$ cat src/tick_task_scheduler_table_assert.svh
// Assertion macros for the task scheduler table.
`ifndef TICK_TASK_SCHEDULER_TABLE_ASSERT_SVH
`define TICK_TASK_SCHEDULER_TABLE_ASSERT_SVH

// If a holds at a clock edge, c must hold at that same edge.
`define TTS_ASSERT_SAME(lbl, clk, rst, a, c) \
   lbl: assert property (@(posedge clk) disable iff (rst) (a) |-> (c)) \
      else $error("tts check failed");

// If a holds at a clock edge, c must hold at the next edge.
`define TTS_ASSERT_NEXT(lbl, clk, rst, a, c) \
   lbl: assert property (@(posedge clk) disable iff (rst) (a) |=> (c)) \
      else $error("tts check failed");

`endif

$ cat src/tts_pkg.sv
`default_nettype none
package tts_pkg;

   localparam int MaxTasksDefault = 8;
   localparam int ResultCap       = 8;
   localparam int CntW            = 4;

   typedef enum logic [1:0] {
      OP_TICK     = 2'd0,
      OP_ADD      = 2'd1,
      OP_DELETE   = 2'd2,
      OP_DISPATCH = 2'd3
   } op_type;

   typedef enum logic [1:0] {
      KIND_ADD  = 2'd0,
      KIND_DEL  = 2'd1,
      KIND_RUN  = 2'd2,
      KIND_NONE = 2'd3
   } kind_type;

   typedef enum logic [1:0] {
      ERR_NONE   = 2'd0,
      ERR_FULL   = 2'd1,
      ERR_DELETE = 2'd2
   } err_type;

   typedef enum logic [2:0] {
      B_IDLE,
      B_TICK,
      B_ADD,
      B_DISP,
      B_FLUSH
   } back_state_type;

   typedef struct packed {
      op_type      op;
      logic [31:0] delay;
      logic [31:0] period;
      logic [7:0]  tag;
      logic [2:0]  sel;
   } cmd_type;

   typedef struct packed {
      logic    valid;
      cmd_type cmd;
   } queue_out_type;

endpackage
`default_nettype wire

$ cat src/tick_task_scheduler_table.sv
`default_nettype none
// Channel   | Ports                                   | Handshake
// ----------+-----------------------------------------+----------------------------
// request   | req_mode, req_task_delay,               | word taken when start && !busy
//           | req_task_period, req_task_tag,          |
//           | req_slot_select                         |
// response  | rsp_result_kind, rsp_slot, rsp_tag_out, | one word per rsp_strobe cycle
//           | rsp_error_code, rsp_last                |
//
// Table walk: the back end walks the table one slot per cycle. A tick visits
//   every slot, an add stops at the first free slot, a delete touches only its
//   selected slot, a dispatch stops at the last slot or after the eighth pending slot.
// Responses appear one register stage after the back end produces them.
// A two-word command queue sits between front and back; busy is high while it
// is full. The receiver cannot stall: each word is valid for one cycle only.
// Reset is synchronous, active high; it frees every slot at once.
module tick_task_scheduler_table #(
   parameter int MAX_TASKS = tts_pkg::MaxTasksDefault
) (
   input  wire logic        clock,
   input  wire logic        reset,
   input  wire logic        start,
   output logic             busy,
   input  wire logic [1:0]  req_mode,
   input  wire logic [31:0] req_task_delay,
   input  wire logic [31:0] req_task_period,
   input  wire logic [7:0]  req_task_tag,
   input  wire logic [2:0]  req_slot_select,
   output logic             rsp_strobe,
   output logic [1:0]       rsp_result_kind,
   output logic [3:0]       rsp_slot,
   output logic [7:0]       rsp_tag_out,
   output logic [1:0]       rsp_error_code,
   output logic             rsp_last
);
   import tts_pkg::*;

   `include "tick_task_scheduler_table_assert.svh"

   queue_out_type q_out;
   logic          q_pop;

   // check terms
   logic chk_single, chk_none, chk_pop_del, chk_del_word;

   // front: accepts and classifies request words into the queue
   tts_front u_front (
      .clock           (clock),
      .reset           (reset),
      .start           (start),
      .busy            (busy),
      .req_mode        (req_mode),
      .req_task_delay  (req_task_delay),
      .req_task_period (req_task_period),
      .req_task_tag    (req_task_tag),
      .req_slot_select (req_slot_select),
      .q_out           (q_out),
      .q_pop           (q_pop)
   );

   // back: owns the table and walks it per command
   tts_back #(
      .MAX_TASKS (MAX_TASKS)
   ) u_back (
      .clock           (clock),
      .reset           (reset),
      .q_out           (q_out),
      .q_pop           (q_pop),
      .rsp_strobe      (rsp_strobe),
      .rsp_result_kind (rsp_result_kind),
      .rsp_slot        (rsp_slot),
      .rsp_tag_out     (rsp_tag_out),
      .rsp_error_code  (rsp_error_code),
      .rsp_last        (rsp_last)
   );

   assign chk_single   = rsp_strobe && (rsp_result_kind != KIND_RUN);
   assign chk_none     = rsp_strobe && (rsp_result_kind == KIND_NONE);
   assign chk_pop_del  = q_pop && (q_out.cmd.op == OP_DELETE);
   assign chk_del_word = rsp_strobe && (rsp_result_kind == KIND_DEL);

   // single-word answers always close their command
   `TTS_ASSERT_SAME(a_single_last, clock, reset, chk_single, rsp_last)
   // nothing found reports slot zero
   `TTS_ASSERT_SAME(a_none_slot, clock, reset, chk_none, rsp_slot == 4'd0)
   // a pop only happens with a queued command
   `TTS_ASSERT_SAME(a_pop_valid, clock, reset, q_pop, q_out.valid)
   // a delete answers in the cycle right after it leaves the queue
   `TTS_ASSERT_NEXT(a_del_answer, clock, reset, chk_pop_del, chk_del_word)

endmodule
`default_nettype wire

$ cat src/tts_front.sv
`default_nettype none
module tts_front (
   input  wire logic                  clock,
   input  wire logic                  reset,
   input  wire logic                  start,
   output logic                       busy,
   input  wire logic [1:0]            req_mode,
   input  wire logic [31:0]           req_task_delay,
   input  wire logic [31:0]           req_task_period,
   input  wire logic [7:0]            req_task_tag,
   input  wire logic [2:0]            req_slot_select,
   output tts_pkg::queue_out_type     q_out,
   input  wire logic                  q_pop
);
   import tts_pkg::*;

   // two-entry command queue
   cmd_type    q_mem [2];
   logic       wr_ptr_ff, wr_ptr_in;
   logic       rd_ptr_ff, rd_ptr_in;
   logic [1:0] count_ff, count_in;
   logic       push;
   cmd_type    cmd_new;

   always_comb begin
      cmd_new.op     = op_type'(req_mode);
      cmd_new.delay  = req_task_delay;
      cmd_new.period = req_task_period;
      cmd_new.tag    = req_task_tag;
      cmd_new.sel    = req_slot_select;
   end

   assign busy = (count_ff == 2'd2);
   assign push = start && !busy;

   always_comb begin
      wr_ptr_in = push ? !wr_ptr_ff : wr_ptr_ff;
      rd_ptr_in = q_pop ? !rd_ptr_ff : rd_ptr_ff;
      count_in  = count_ff + 2'(push) - 2'(q_pop);
   end

   assign q_out.valid = (count_ff != 2'd0);
   assign q_out.cmd   = q_mem[rd_ptr_ff];

   always_ff @(posedge clock) begin
      if (reset) begin
         wr_ptr_ff <= 1'b0;
         rd_ptr_ff <= 1'b0;
         count_ff  <= 2'd0;
      end else begin
         wr_ptr_ff <= wr_ptr_in;
         rd_ptr_ff <= rd_ptr_in;
         count_ff  <= count_in;
      end
   end

   always_ff @(posedge clock) begin
      if (push) begin
         q_mem[wr_ptr_ff] <= cmd_new;
      end
   end

endmodule
`default_nettype wire

$ cat src/tts_back.sv
`default_nettype none
module tts_back #(
   parameter int MAX_TASKS = tts_pkg::MaxTasksDefault
) (
   input  wire logic                  clock,
   input  wire logic                  reset,
   input  wire tts_pkg::queue_out_type q_out,
   output logic                       q_pop,
   output logic                       rsp_strobe,
   output logic [1:0]                 rsp_result_kind,
   output logic [3:0]                 rsp_slot,
   output logic [7:0]                 rsp_tag_out,
   output logic [1:0]                 rsp_error_code,
   output logic                       rsp_last
);
   import tts_pkg::*;

   localparam int IdxW = (MAX_TASKS > 1) ? $clog2(MAX_TASKS) : 1;
   localparam logic [IdxW-1:0] LastIdx = IdxW'(MAX_TASKS - 1);

   // task table; only busy bits need reset, a free slot never reads the rest
   logic        busy_ff [MAX_TASKS];
   logic [7:0]  tag_mem [MAX_TASKS];
   logic [31:0] dly_mem [MAX_TASKS];
   logic [31:0] per_mem [MAX_TASKS];
   logic [7:0]  pnd_mem [MAX_TASKS];

   back_state_type  state_ff, state_in;
   logic [IdxW-1:0] idx_ff, idx_in;
   logic [CntW-1:0] cnt_ff, cnt_in;
   logic            held_v_ff, held_v_in;
   logic [IdxW-1:0] held_slot_ff, held_slot_in;
   logic [7:0]      held_tag_ff, held_tag_in;
   logic [1:0]      err_ff, err_in;
   cmd_type         cur_ff, cur_in;

   logic            rv_ff, rv_in;
   logic [1:0]      rkind_ff, rkind_in;
   logic [3:0]      rslot_ff, rslot_in;
   logic [7:0]      rtag_ff, rtag_in;
   logic            rlast_ff, rlast_in;

   // single table write port
   logic            we;
   logic [IdxW-1:0] widx, ridx;
   logic            w_busy;
   logic [7:0]      w_tag, w_pnd;
   logic [31:0]     w_dly, w_per;
   logic            r_busy;
   logic [7:0]      r_tag, r_pnd;
   logic [31:0]     r_dly, r_per;
   logic            sel_ok;

   assign sel_ok = (32'(q_out.cmd.sel) < 32'(MAX_TASKS));
   assign ridx   = (state_ff == B_IDLE) ? IdxW'(q_out.cmd.sel) : idx_ff;
   assign r_busy = busy_ff[ridx];
   assign r_tag  = tag_mem[ridx];
   assign r_dly  = dly_mem[ridx];
   assign r_per  = per_mem[ridx];
   assign r_pnd  = pnd_mem[ridx];

   always_comb begin
      state_in     = state_ff;
      idx_in       = idx_ff;
      cnt_in       = cnt_ff;
      held_v_in    = held_v_ff;
      held_slot_in = held_slot_ff;
      held_tag_in  = held_tag_ff;
      err_in       = err_ff;
      cur_in       = cur_ff;
      q_pop        = 1'b0;
      rv_in        = 1'b0;
      rkind_in     = rkind_ff;
      rslot_in     = rslot_ff;
      rtag_in      = rtag_ff;
      rlast_in     = rlast_ff;
      we           = 1'b0;
      widx         = ridx;
      w_busy       = r_busy;
      w_tag        = r_tag;
      w_dly        = r_dly;
      w_per        = r_per;
      w_pnd        = r_pnd;
      case (state_ff)
         B_IDLE: begin
            if (q_out.valid) begin
               q_pop  = 1'b1;
               cur_in = q_out.cmd;
               idx_in = '0;
               case (q_out.cmd.op)
                  OP_TICK:  state_in = B_TICK;
                  OP_ADD:   state_in = B_ADD;
                  OP_DELETE: begin
                     if (!sel_ok || !r_busy) begin
                        err_in = ERR_DELETE;
                     end
                     if (sel_ok) begin
                        we     = 1'b1;
                        w_busy = 1'b0;
                        w_pnd  = 8'd0;
                     end
                     rv_in    = 1'b1;
                     rkind_in = KIND_DEL;
                     rslot_in = {1'b0, q_out.cmd.sel};
                     rtag_in  = 8'd0;
                     rlast_in = 1'b1;
                  end
                  default: begin
                     cnt_in    = '0;
                     held_v_in = 1'b0;
                     state_in  = B_DISP;
                  end
               endcase
            end
         end
         B_TICK: begin
            if (r_busy) begin
               we = 1'b1;
               if (r_dly == 32'd0) begin
                  if (r_pnd != 8'hFF) begin
                     w_pnd = r_pnd + 8'd1;
                  end
                  if (r_per != 32'd0) begin
                     w_dly = r_per;
                  end
               end else begin
                  w_dly = r_dly - 32'd1;
               end
            end
            if (idx_ff == LastIdx) begin
               state_in = B_IDLE;
            end else begin
               idx_in = idx_ff + 1'b1;
            end
         end
         B_ADD: begin
            if (!r_busy) begin
               we       = 1'b1;
               w_busy   = 1'b1;
               w_tag    = cur_ff.tag;
               w_dly    = cur_ff.delay;
               w_per    = cur_ff.period;
               w_pnd    = 8'd0;
               rv_in    = 1'b1;
               rkind_in = KIND_ADD;
               rslot_in = 4'(idx_ff);
               rtag_in  = 8'd0;
               rlast_in = 1'b1;
               state_in = B_IDLE;
            end else if (idx_ff == LastIdx) begin
               err_in   = ERR_FULL;
               rv_in    = 1'b1;
               rkind_in = KIND_ADD;
               rslot_in = 4'(MAX_TASKS);
               rtag_in  = 8'd0;
               rlast_in = 1'b1;
               state_in = B_IDLE;
            end else begin
               idx_in = idx_ff + 1'b1;
            end
         end
         B_DISP: begin
            if (r_busy && (r_pnd != 8'd0)) begin
               // the previous find is not last: a later one exists
               if (held_v_ff) begin
                  rv_in    = 1'b1;
                  rkind_in = KIND_RUN;
                  rslot_in = 4'(held_slot_ff);
                  rtag_in  = held_tag_ff;
                  rlast_in = 1'b0;
               end
               held_v_in    = 1'b1;
               held_slot_in = idx_ff;
               held_tag_in  = r_tag;
               cnt_in       = cnt_ff + 1'b1;
               we           = 1'b1;
               w_pnd        = r_pnd - 8'd1;
               if (r_per == 32'd0) begin
                  w_busy = 1'b0;
                  w_pnd  = 8'd0;
               end
               if ((cnt_in == CntW'(ResultCap)) || (idx_ff == LastIdx)) begin
                  state_in = B_FLUSH;
               end else begin
                  idx_in = idx_ff + 1'b1;
               end
            end else if (idx_ff == LastIdx) begin
               state_in = B_FLUSH;
            end else begin
               idx_in = idx_ff + 1'b1;
            end
         end
         B_FLUSH: begin
            rv_in    = 1'b1;
            rlast_in = 1'b1;
            if (held_v_ff) begin
               rkind_in = KIND_RUN;
               rslot_in = 4'(held_slot_ff);
               rtag_in  = held_tag_ff;
            end else begin
               rkind_in = KIND_NONE;
               rslot_in = 4'd0;
               rtag_in  = 8'd0;
            end
            state_in = B_IDLE;
         end
         default: state_in = B_IDLE;
      endcase
   end

   always_ff @(posedge clock) begin
      if (reset) begin
         state_ff  <= B_IDLE;
         err_ff    <= ERR_NONE;
         rv_ff     <= 1'b0;
         held_v_ff <= 1'b0;
         for (int i = 0; i < MAX_TASKS; i++) begin
            busy_ff[i] <= 1'b0;
         end
      end else begin
         state_ff  <= state_in;
         err_ff    <= err_in;
         rv_ff     <= rv_in;
         held_v_ff <= held_v_in;
         if (we) begin
            busy_ff[widx] <= w_busy;
         end
      end
   end

   always_ff @(posedge clock) begin
      idx_ff       <= idx_in;
      cnt_ff       <= cnt_in;
      held_slot_ff <= held_slot_in;
      held_tag_ff  <= held_tag_in;
      cur_ff       <= cur_in;
      rkind_ff     <= rkind_in;
      rslot_ff     <= rslot_in;
      rtag_ff      <= rtag_in;
      rlast_ff     <= rlast_in;
      if (we) begin
         tag_mem[widx] <= w_tag;
         dly_mem[widx] <= w_dly;
         per_mem[widx] <= w_per;
         pnd_mem[widx] <= w_pnd;
      end
   end

   assign rsp_strobe      = rv_ff;
   assign rsp_result_kind = rkind_ff;
   assign rsp_slot        = rslot_ff;
   assign rsp_tag_out     = rtag_ff;
   assign rsp_error_code  = err_ff;
   assign rsp_last        = rlast_ff;

endmodule
`default_nettype wire
$ cat config.mk
export PLATFORM = sky130hd
export DESIGN_NAME = tick_task_scheduler_table
export DESIGN_NICKNAME = d
export VERILOG_FILES = /design/src/tts_pkg.sv /design/src/tick_task_scheduler_table.sv /design/src/tts_front.sv /design/src/tts_back.sv
export VERILOG_INCLUDE_DIRS = /design/src /design/src/src
export SDC_FILE = /design/constraint.sdc
export NUM_CORES = 1
export LEC_CHECK = 0
export BUFFER_PORTS_ARGS = -buffer_cell sky130_fd_sc_hd__buf_4
export CORE_UTILIZATION = 41
export CTS_CLUSTER_DIAMETER = 120
export DETAILED_ROUTE_END_ITERATION = 6
export HOLD_SLACK_MARGIN = 0.12
export SLEW_MARGIN = 10
export SYNTH_ARGS = -nofsm -noshare
export SYNTH_HDL_FRONTEND = slang
export SYNTH_SLANG_ARGS = --single-unit
$ cat constraint.sdc
create_clock -name clock -period 12.7 [get_ports clock]
set_clock_uncertainty 0.1 [all_clocks]
set_input_delay 1.905 -clock clock [delete_from_list [all_inputs] [get_ports clock]]
set_output_delay 1.905 -clock clock [all_outputs]
set_load 0.005 [all_outputs]
==> metrics.md, run 1 <==
| Metric | Value |
|---|---|
| CP Max Fanout | `between 60 and 70` |
| Ys flop type | `edfxtp_1` |
| Gp weighted congestion | `just over 0.9` |
| Fin Setup TNS | `0 ps` |
| Most frequent CP cell | `buf_4` |
| Max_cap viols | `0` |
| Core area | `between 0.09 and 0.1 mm²` |
| # rows | `110` |
| Boundary Pins | `between 90 and 100` |
| Die ar. | `just over 0.09 mm²` |
| Layout cells sized above 1 | `between 15 and 20%` |
| Setup bufs post-CTS | `0` |
| Total global-route track usage | `between 20% and 30%` |
| Buffers & Inverters on Critical Path | `6` |
| Reg clk slew, reported paths | `60 ps` |
| Post-synth EDFFs | `between 900 and 1000` |
| DRC viols | `0` |
| Final Setup Violations | `0` |
| Initial antenna violation count | `0` |
| TritonCTS clock tree | `yes` |
| Syn avg cell area | `around 15 µm²` |
| CTS max path bufs | `3` |
| Final net count | `roughly 2700` |
| Cts hold-fix bufs | `0` |
| Synth Instances | `between 2000 and 3000` |
| Crit path time final | `approximately 8500 ps` |
| Worst endpoint required time | `roughly 13000 ps` |
| Die Y | `slightly above 300 µm` |
| Total Wirelength | `between 100000 and 150000 µm` |
| Mapped cell area | `around 0.038 mm²` |
| Cts bufs inserted | `94` |
| Fmax | `0.1174 GHz` |
| Reg2reg setup slack | `4180 ps` |
| TritonRoute pass-1 iters | `7` |
| Setup CP Type | `reg2reg` |
| Wire length per cell | `between 20 and 30 µm` |
| Vias per cell | `approximately 6.1` |
| Resize count post-CTS | `0` |
| Starting DRC count in detailed routing | `between 2000 and 3000` |
| Sequential share of the synthesized area | `72.73%` |
| HPWL Detailed | `68450 µm` |
| First-pass GRT wire length | `roughly 160000 µm` |
| Status | `finished, final reports clean` |
| Crit path max-delay family | `buffers and inverters` |
| Post-route ant nets | `0` |
| Largest net degree at the start of global routing | `67` |
| Rel. slew slack | `between 5 and 6%` |
| Crit-path cells | `buf_4 -> mux2_2 -> a21boi_4 -> buf_4 -> buf_4 -> nor2_1 -> a32o_1 -> a221o_1 -> a41o_1 -> nor2_1 -> a211oi_4 -> buf_4 -> nor2_4 -> buf_4 -> buf_4` |
| Max Slew Vio Count | `0` |
| CTS Sinks | `919` |
| FF+latch count, synth | `about 920` |
| CP endpoint kind | `register` |
| Most frequent cells in the layout | `edfxtp_1, nand2_1, buf_4, a21oi_1, nor2_1` |
| Die X | `between 300 and 400 µm` |
| Final Hold Fails | `0` |
| I/O Buffers | `between 90 and 100` |
| Post-Syn Nets | `between 2000 and 3000` |
| Via Count | `approximately 24000` |
| Synth cell types | `just over 90` |
| Starting Density | `a little over two fifths` |
| Yosys warning count | `0` |
| Unrepaired setup endpoints after global routing | `false` |
| Root buffer cell | `clkbuf_16` |
| Clk Latency, worst-skew pair | `~660 ps` |
| Crit path largest cell delay | `between 700 and 800 ps` |
| Area growth syn-to-layout | `14.48%` |
| Vias in the first global route | `~23000` |
| Worst-margin pin slew | `between 1000 and 1500 ps` |
| Most common cell after layout, fill and taps aside | `edfxtp_1` |
| Startpoint Class | `register` |
| H-tree level count | `3` |
| GRT overflow | `0` |
| Period utilization | `between 60% and 70%` |
| Worst hold path type | `reg2reg` |
| Async S/R FF share, synth | `0%` |
| CP max stage cell | `dfxtp_4` |
| Worst Path Arrival | `8690 ps` |
## worst reg2reg max path, cell delays in order, from the launching register on
cell and delay, ps:
dfxtp_4 740, buf_4 730, mux2_2 580, a21boi_4 650, buf_4 710, buf_4 740
nor2_1 240, a32o_1 300, a221o_1 380, a41o_1 430, nor2_1 280, a211oi_4 70
buf_4 290, nor2_4 670, buf_4 580, buf_4 620
## cell usage after synthesis, drive strengths merged (10+ instances only)
| master | n | share of area (%) |
|---|---|---|
| dfxtp | 12 | 0.64 |
| edfxtp | 907 | 72 |
| nor3 | 41 | 0.56 |
| nand2b | 10 | 0.17 |
| mux2 | 101 | 3.0 |
| xnor2 | 11 | 0.26 |
| a222oi | 11 | 0.29 |
| o211ai | 51 | 1.0 |
| o2bb2ai | 17 | 0.39 |
| a221o | 16 | 0.42 |
| a211o | 11 | 0.26 |
| a22o | 16 | 0.37 |
| buf | 65 | 1.0 |
| nand4 | 18 | 0.35 |
| or4 | 15 | 0.30 |
| a211oi | 30 | 0.61 |
| ha | 10 | 0.33 |
| or3 | 14 | 0.23 |
| a31oi | 17 | 0.28 |
| nand2 | 224 | 2.2 |
| a21oi | 122 | 1.6 |
| o221ai | 23 | 0.53 |
| clkbuf | 93 | 0.92 |
| and2 | 21 | 0.35 |
| a22oi | 28 | 0.56 |
| inv | 38 | 0.38 |
| and3 | 16 | 0.26 |
| o2111ai | 10 | 0.25 |
| o21ai | 80 | 1.1 |
| o211a | 26 | 0.69 |
| nand3 | 64 | 0.85 |
| o31ai | 10 | 0.25 |
| nor4 | 26 | 0.46 |
| mux2i | 66 | 1.7 |
| o22ai | 45 | 0.75 |
| a2111oi | 11 | 0.27 |
| a221oi | 10 | 0.23 |
| nor2 | 133 | 1.3 |
## metal layers
| metal | global-route usage, % | share of wire (%) | wire length [µm] | vias to the layer above |
|---|---|---|---|---|
| met3 | 3.910 | 8.1 | 8889 | 193 |
| met5 | 0 | 0 | 0 | - |
| met4 | 7.573 | 3.1 | 3417 | 0 |
| met2 | 37.08 | 47 | 51020 | 1160 |
| met1 | 32.27 | 42 | 46270 | 12081 |
| li1 | - | - | - | 10306 |
## through the flow
stage / util [%] / hold slack (ps) / area, µm² / cells / worst slack (ps)
global route: 47.68 / 431.5 / 43240 / 3909 / 3887
global placement: 44.21 / 376.0 / 40100 / 3732 / 4339
finish: 47.68 / 414.8 / 43250 / 3910 / 4184
CTS: 47.68 / 413.8 / 43240 / 3909 / 4218
floorplan: - / 368.6 / 37780 / 2533 / 4163
detailed placement: 44.23 / 399.0 / 40120 / 3733 / 4228
## registers in the layout, summed over array words and instances (netlist names), 2 cells and up, named ones only
name / count
u_back.tag_mem: 64
u_front.count_ff: 2
u_back.dly_mem: 256
u_back.cur_ff: 72
u_back.state_ff: 3
u_back.rsp_slot: 4
u_back.busy_ff: 8
u_back.held_tag_ff: 8
u_back.held_slot_ff: 3
u_back.idx_ff: 3
u_back.cnt_ff: 4
u_back.rsp_result_kind: 2
u_front.q_mem: 154
u_back.per_mem: 256
u_back.rsp_error_code: 2
u_back.pnd_mem: 64
u_back.rsp_tag_out: 8
## worst paths after layout
path,from,end,cells after the start
worst max-delay path,register,u_back.per_mem[2][18]$_DFFE_PP_,15
worst min-delay path,u_back.held_tag_ff[3]$_DFFE_PN_,u_back.rsp_tag_out[3]$_DFFE_PP_,1
worst max register to register,register,u_back.per_mem[2][18]$_DFFE_PP_,15
worst min register to register,u_back.held_tag_ff[3]$_DFFE_PN_,u_back.rsp_tag_out[3]$_DFFE_PP_,1
## cell type report
type	count	area, µm²
fill	7661	47450
clock inverter	58	633.1
antenna	1	2.502
sequential	919	27480
tap	1176	1471
clock buffer	118	2495
timing repair buffer	182	1379
multi-input combinational	1417	9639
inverter	39	146.4
## cell families (layout without fill, tap and decap cells)
logic type,count (synthesis),in the layout,share of synthesized area (%)
AOI/OAI and AO/OA,601,601,11.53
xor gates and xnor gates,20,20,0.4637
adders and majority gates,10,10,0.3312
buffers and inverters,197,397,2.335
DFF,919,919,72.73
muxes,167,167,4.760
other,0,1,0
and+or+nand+nor,619,619,7.846
Power of run 1 is not shown: default switching activity piles up to over one toggle a cycle in this logic, so the estimate is an artifact.
==> run 2, diff against run 1 <==
ABC_AREA = 1   (was not set)
clock period = 7.3 ns   (was 12.7 ns; I/O delays follow)
==> metrics.md, run 2 <==
| Metric | Value |
|---|---|
| HPWL Detailed | `61930 µm (-9.5%)` |
| Worst Path Arrival | `6200 ps (-2490 ps)` |
| Core area | `0.09828 mm² (+8.4%)` |
| I/O Buffers | `98 (unchanged)` |
| Syn avg cell area | `10.52 µm² (-29%)` |
| Cell accounting for the most synthesized area | `edfxtp_1` |
| Most frequent cells in the layout | `nand2_1, edfxtp_1, inv_1, nand3_1, nor2_1` |
| GRT overflow | `0 (unchanged)` |
| DRC viols | `0 (unchanged)` |
| Post-Place Worst Slack | `1389 ps (-2840 ps)` |
| Root buffer cell | `clkbuf_16` |
| Initial antenna violation count | `0 (unchanged)` |
| TritonRoute pass-1 iters | `6 (-1)` |
| Cts bufs inserted | `93 (-1.1%)` |
| Unrepaired setup endpoints after global routing | `false` |
| Max_cap viols | `0 (unchanged)` |
| CP Max Fanout | `90 (+43%)` |
| Gp weighted congestion | `0.9420 (+0.79%)` |
| Fmax | `0.1677 GHz (+43%)` |
| Antenna diode count | `0 (-1)` |
| Top area cells in the synthesized netlist | `edfxtp_1, nand2_1, inv_1` |
| Status | `finished, final reports clean` |
| Reg2reg setup slack | `1340 ps (-2840 ps)` |
| Vias in the first global route | `25592 (+10%)` |
| Startpoint Class | `register` |
| Reg clk slew, reported paths | `60 ps (about the same)` |
| Area growth syn-to-layout | `12.15%` |
| TritonCTS clock tree | `yes` |
| Vias per cell | `5.093 (-16%)` |
| Layout cells sized above 1 | `9.550% (-8.0 points)` |
| Die Y | `316.9 µm (+3.7%)` |
| Ys flop type | `edfxtp_1` |
| Yosys warning count | `0 (unchanged)` |
| Mapped cell area | `0.04066 mm² (+7.6%)` |
| Period utilization | `81.66% (+15 points)` |
| Top Registers | `u_back.dly_mem (256), u_back.per_mem (256), u_front.q_mem (154)` |
| Post-route ant nets | `0 (unchanged)` |
| Total global-route track usage | `20.39% (-2.8 points)` |
| Largest net degree at the start of global routing | `116 (+73%)` |
| Clk Latency, worst-skew pair | `680 ps (+20 ps)` |
| Most frequent cell after synthesis | `nand2_1` |
| Final net count | `4038 (+47%)` |
| First-pass GRT wire length | `155700 µm (-2.2%)` |
| Hold path startpoint | `u_front.rd_ptr_ff$_SDFFE_PP0P_` |
| Synth cell types | `49 (-47%)` |
| Boundary Pins | `99 (unchanged)` |
| Resize count post-CTS | `0 (unchanged)` |
| Setup bufs post-CTS | `0 (unchanged)` |
| Post-synth EDFFs | `907 (unchanged)` |
| Worst hold path depth | `1 (unchanged)` |
| Crit path time final | `5961 ps (-2555 ps)` |
| Cells on worst reg2reg path | `23 (+8)` |
| Final setup margin | `1339 ps (-2845 ps)` |
| Worst hold path type | `reg2reg` |
| Starting DRC count in detailed routing | `2933 (+13%)` |
| Worst endpoint required time | `7530 ps (-5350 ps)` |
| Worst-margin pin slew | `1024 ps (-375.5 ps)` |
| Wire length per cell | `19.27 µm (-31%)` |
| Total Wirelength | `102300 µm (-6.7%)` |
| Die ar. | `0.1004 mm² (+7.6%)` |
| Die X | `316.9 µm (+3.7%)` |
| Reg2reg start | `u_back.state_ff[2]$_SDFFE_PP0P_` |
| Most common cell after layout, fill and taps aside | `nand2_1` |
| Synth Instances | `3863 (+53%)` |
| Starting Density | `41.37% (-0.28 points)` |
| Top cells by count, synth | `nand2_1, edfxtp_1, inv_1, nand3_1, nor2_1` |
| Worst R2R End | `u_back.dly_mem[3][25]$_DFFE_PP_` |
| CTS max path bufs | `3 (unchanged)` |
| FF+latch count, synth | `919 (unchanged)` |
| Final Hold Fails | `0 (unchanged)` |
| Top cell type's share of synthesized area | `66.99% (-5.1 points)` |
| Async S/R FF share, synth | `0% (unchanged)` |
| CTS Sinks | `919 (unchanged)` |
| # rows | `115 (+4.5%)` |
| Core Util, Final | `46.40% (-1.3 points)` |
| Max Slew Vio Count | `0 (unchanged)` |
| H-tree level count | `3 (unchanged)` |
| Fin Setup TNS | `0 ps (unchanged)` |
| Cts hold-fix bufs | `0 (unchanged)` |
| Post-Syn Nets | `3953 (+51%)` |
| Setup CP Type | `reg2reg` |
| Sequential share of the synthesized area | `67.58% (-5.2 points)` |
| CP endpoint kind | `register` |
| Rel. slew slack | `31.54% (+26 points)` |
| Via Count | `27033 (+14%)` |
| Final Setup Violations | `0 (unchanged)` |
## run 2: cell count changes after synthesis, sizes merged, moves of 30 or more
cell	before	now
a211oi	30	0
a21oi	122	74
buf	65	105
clkbuf	93	58
inv	38	415
mux2	101	0
mux2i	66	0
nand2	224	1477
nand3	64	223
nor2	133	231
nor3	41	4
o211ai	51	112
o22ai	45	2
## run 2: metal layers
metal	global-route usage, %	vias up	share of wire, %
met5	0	-	0
met4	6.611	0	2.5
met3	2.452	150	5.6
met2	32.07	885	46
met1	29.41	12922	46
li1	-	13076	-
## run 2: cells by family (layout without fill, tap and decap cells)
| kind of cell | Yosys count | count (layout) | share of synthesized area, % |
|---|---|---|---|
| compound gates | 349 | 349 | 5.672 |
| fa+ha+maj | 10 | 10 | 0.3077 |
| buf+inv | 584 | 742 | 6.158 |
| xor+xnor | 15 | 15 | 0.3231 |
| simple gates | 1986 | 1986 | 19.96 |
| flops | 919 | 919 | 67.58 |
## run 2: worst max path at each step
stage / from / end / slack (ps) / cells after the start
after CTS: u_back.state_ff[2]$_SDFFE_PP0P_ / u_back.per_mem[0][22]$_DFFE_PP_ / 1340 / 20
after global placement: u_back.state_ff[2]$_SDFFE_PP0P_ / u_back.per_mem[0][20]$_DFFE_PP_ / 1450 / 20
after global routing: register / u_back.per_mem[0][22]$_DFFE_PP_ / 900 / 22
after floorplan: u_back.state_ff[2]$_SDFFE_PP0P_ / u_back.dly_mem[7][0]$_DFFE_PP_ / 1270 / 11
final: u_back.state_ff[2]$_SDFFE_PP0P_ / u_back.dly_mem[3][25]$_DFFE_PP_ / 1340 / 23
after detailed placement: u_back.state_ff[2]$_SDFFE_PP0P_ / u_back.per_mem[0][22]$_DFFE_PP_ / 1390 / 20
## run 2: stage by stage
step / instance area (µm²) / hold WS (ps) / cells
6_report: 45600 / 349.8 / 5308
5_1_grt: 45600 / 392.3 / 5308
4_1_cts: 45600 / 351.6 / 5308
3_5_place_dp: 42690 / 342.0 / 5140
3_3_place_gp: 42690 / 337.5 / 5140
2_1_floorplan: 40680 / 325.5 / 3863
## run 2: area by class of cell
class | count | area, µm²
fill | 8926 | 52680
sequential | 919 | 27480
multi-input combinational | 2360 | 10800
clock buffer | 114 | 2489
tap | 1287 | 1610
inverter | 421 | 1584
timing repair buffer | 153 | 1224
clock inverter | 54 | 415.4
## run 2: critical path, stage by stage, from the launching register on
cell and delay [ps]:
dfxtp_1 630, inv_4 170, nand3_4 210, nand2_4 330
nand2_8 460, buf_4 800, nand2_1 100, nand2_1 90
nand2_1 50, nand2_1 60, nand2_1 50, nand2_1 180
nand2_1 110, nor2_1 200, nand2_1 160, inv_2 120
nand3_4 340, inv_2 600, buf_4 260, nand2_1 100
nand2_1 80, nand2_1 50, nand2_1 70, nand3_1 210
Power of run 2 is left out for the same reason.
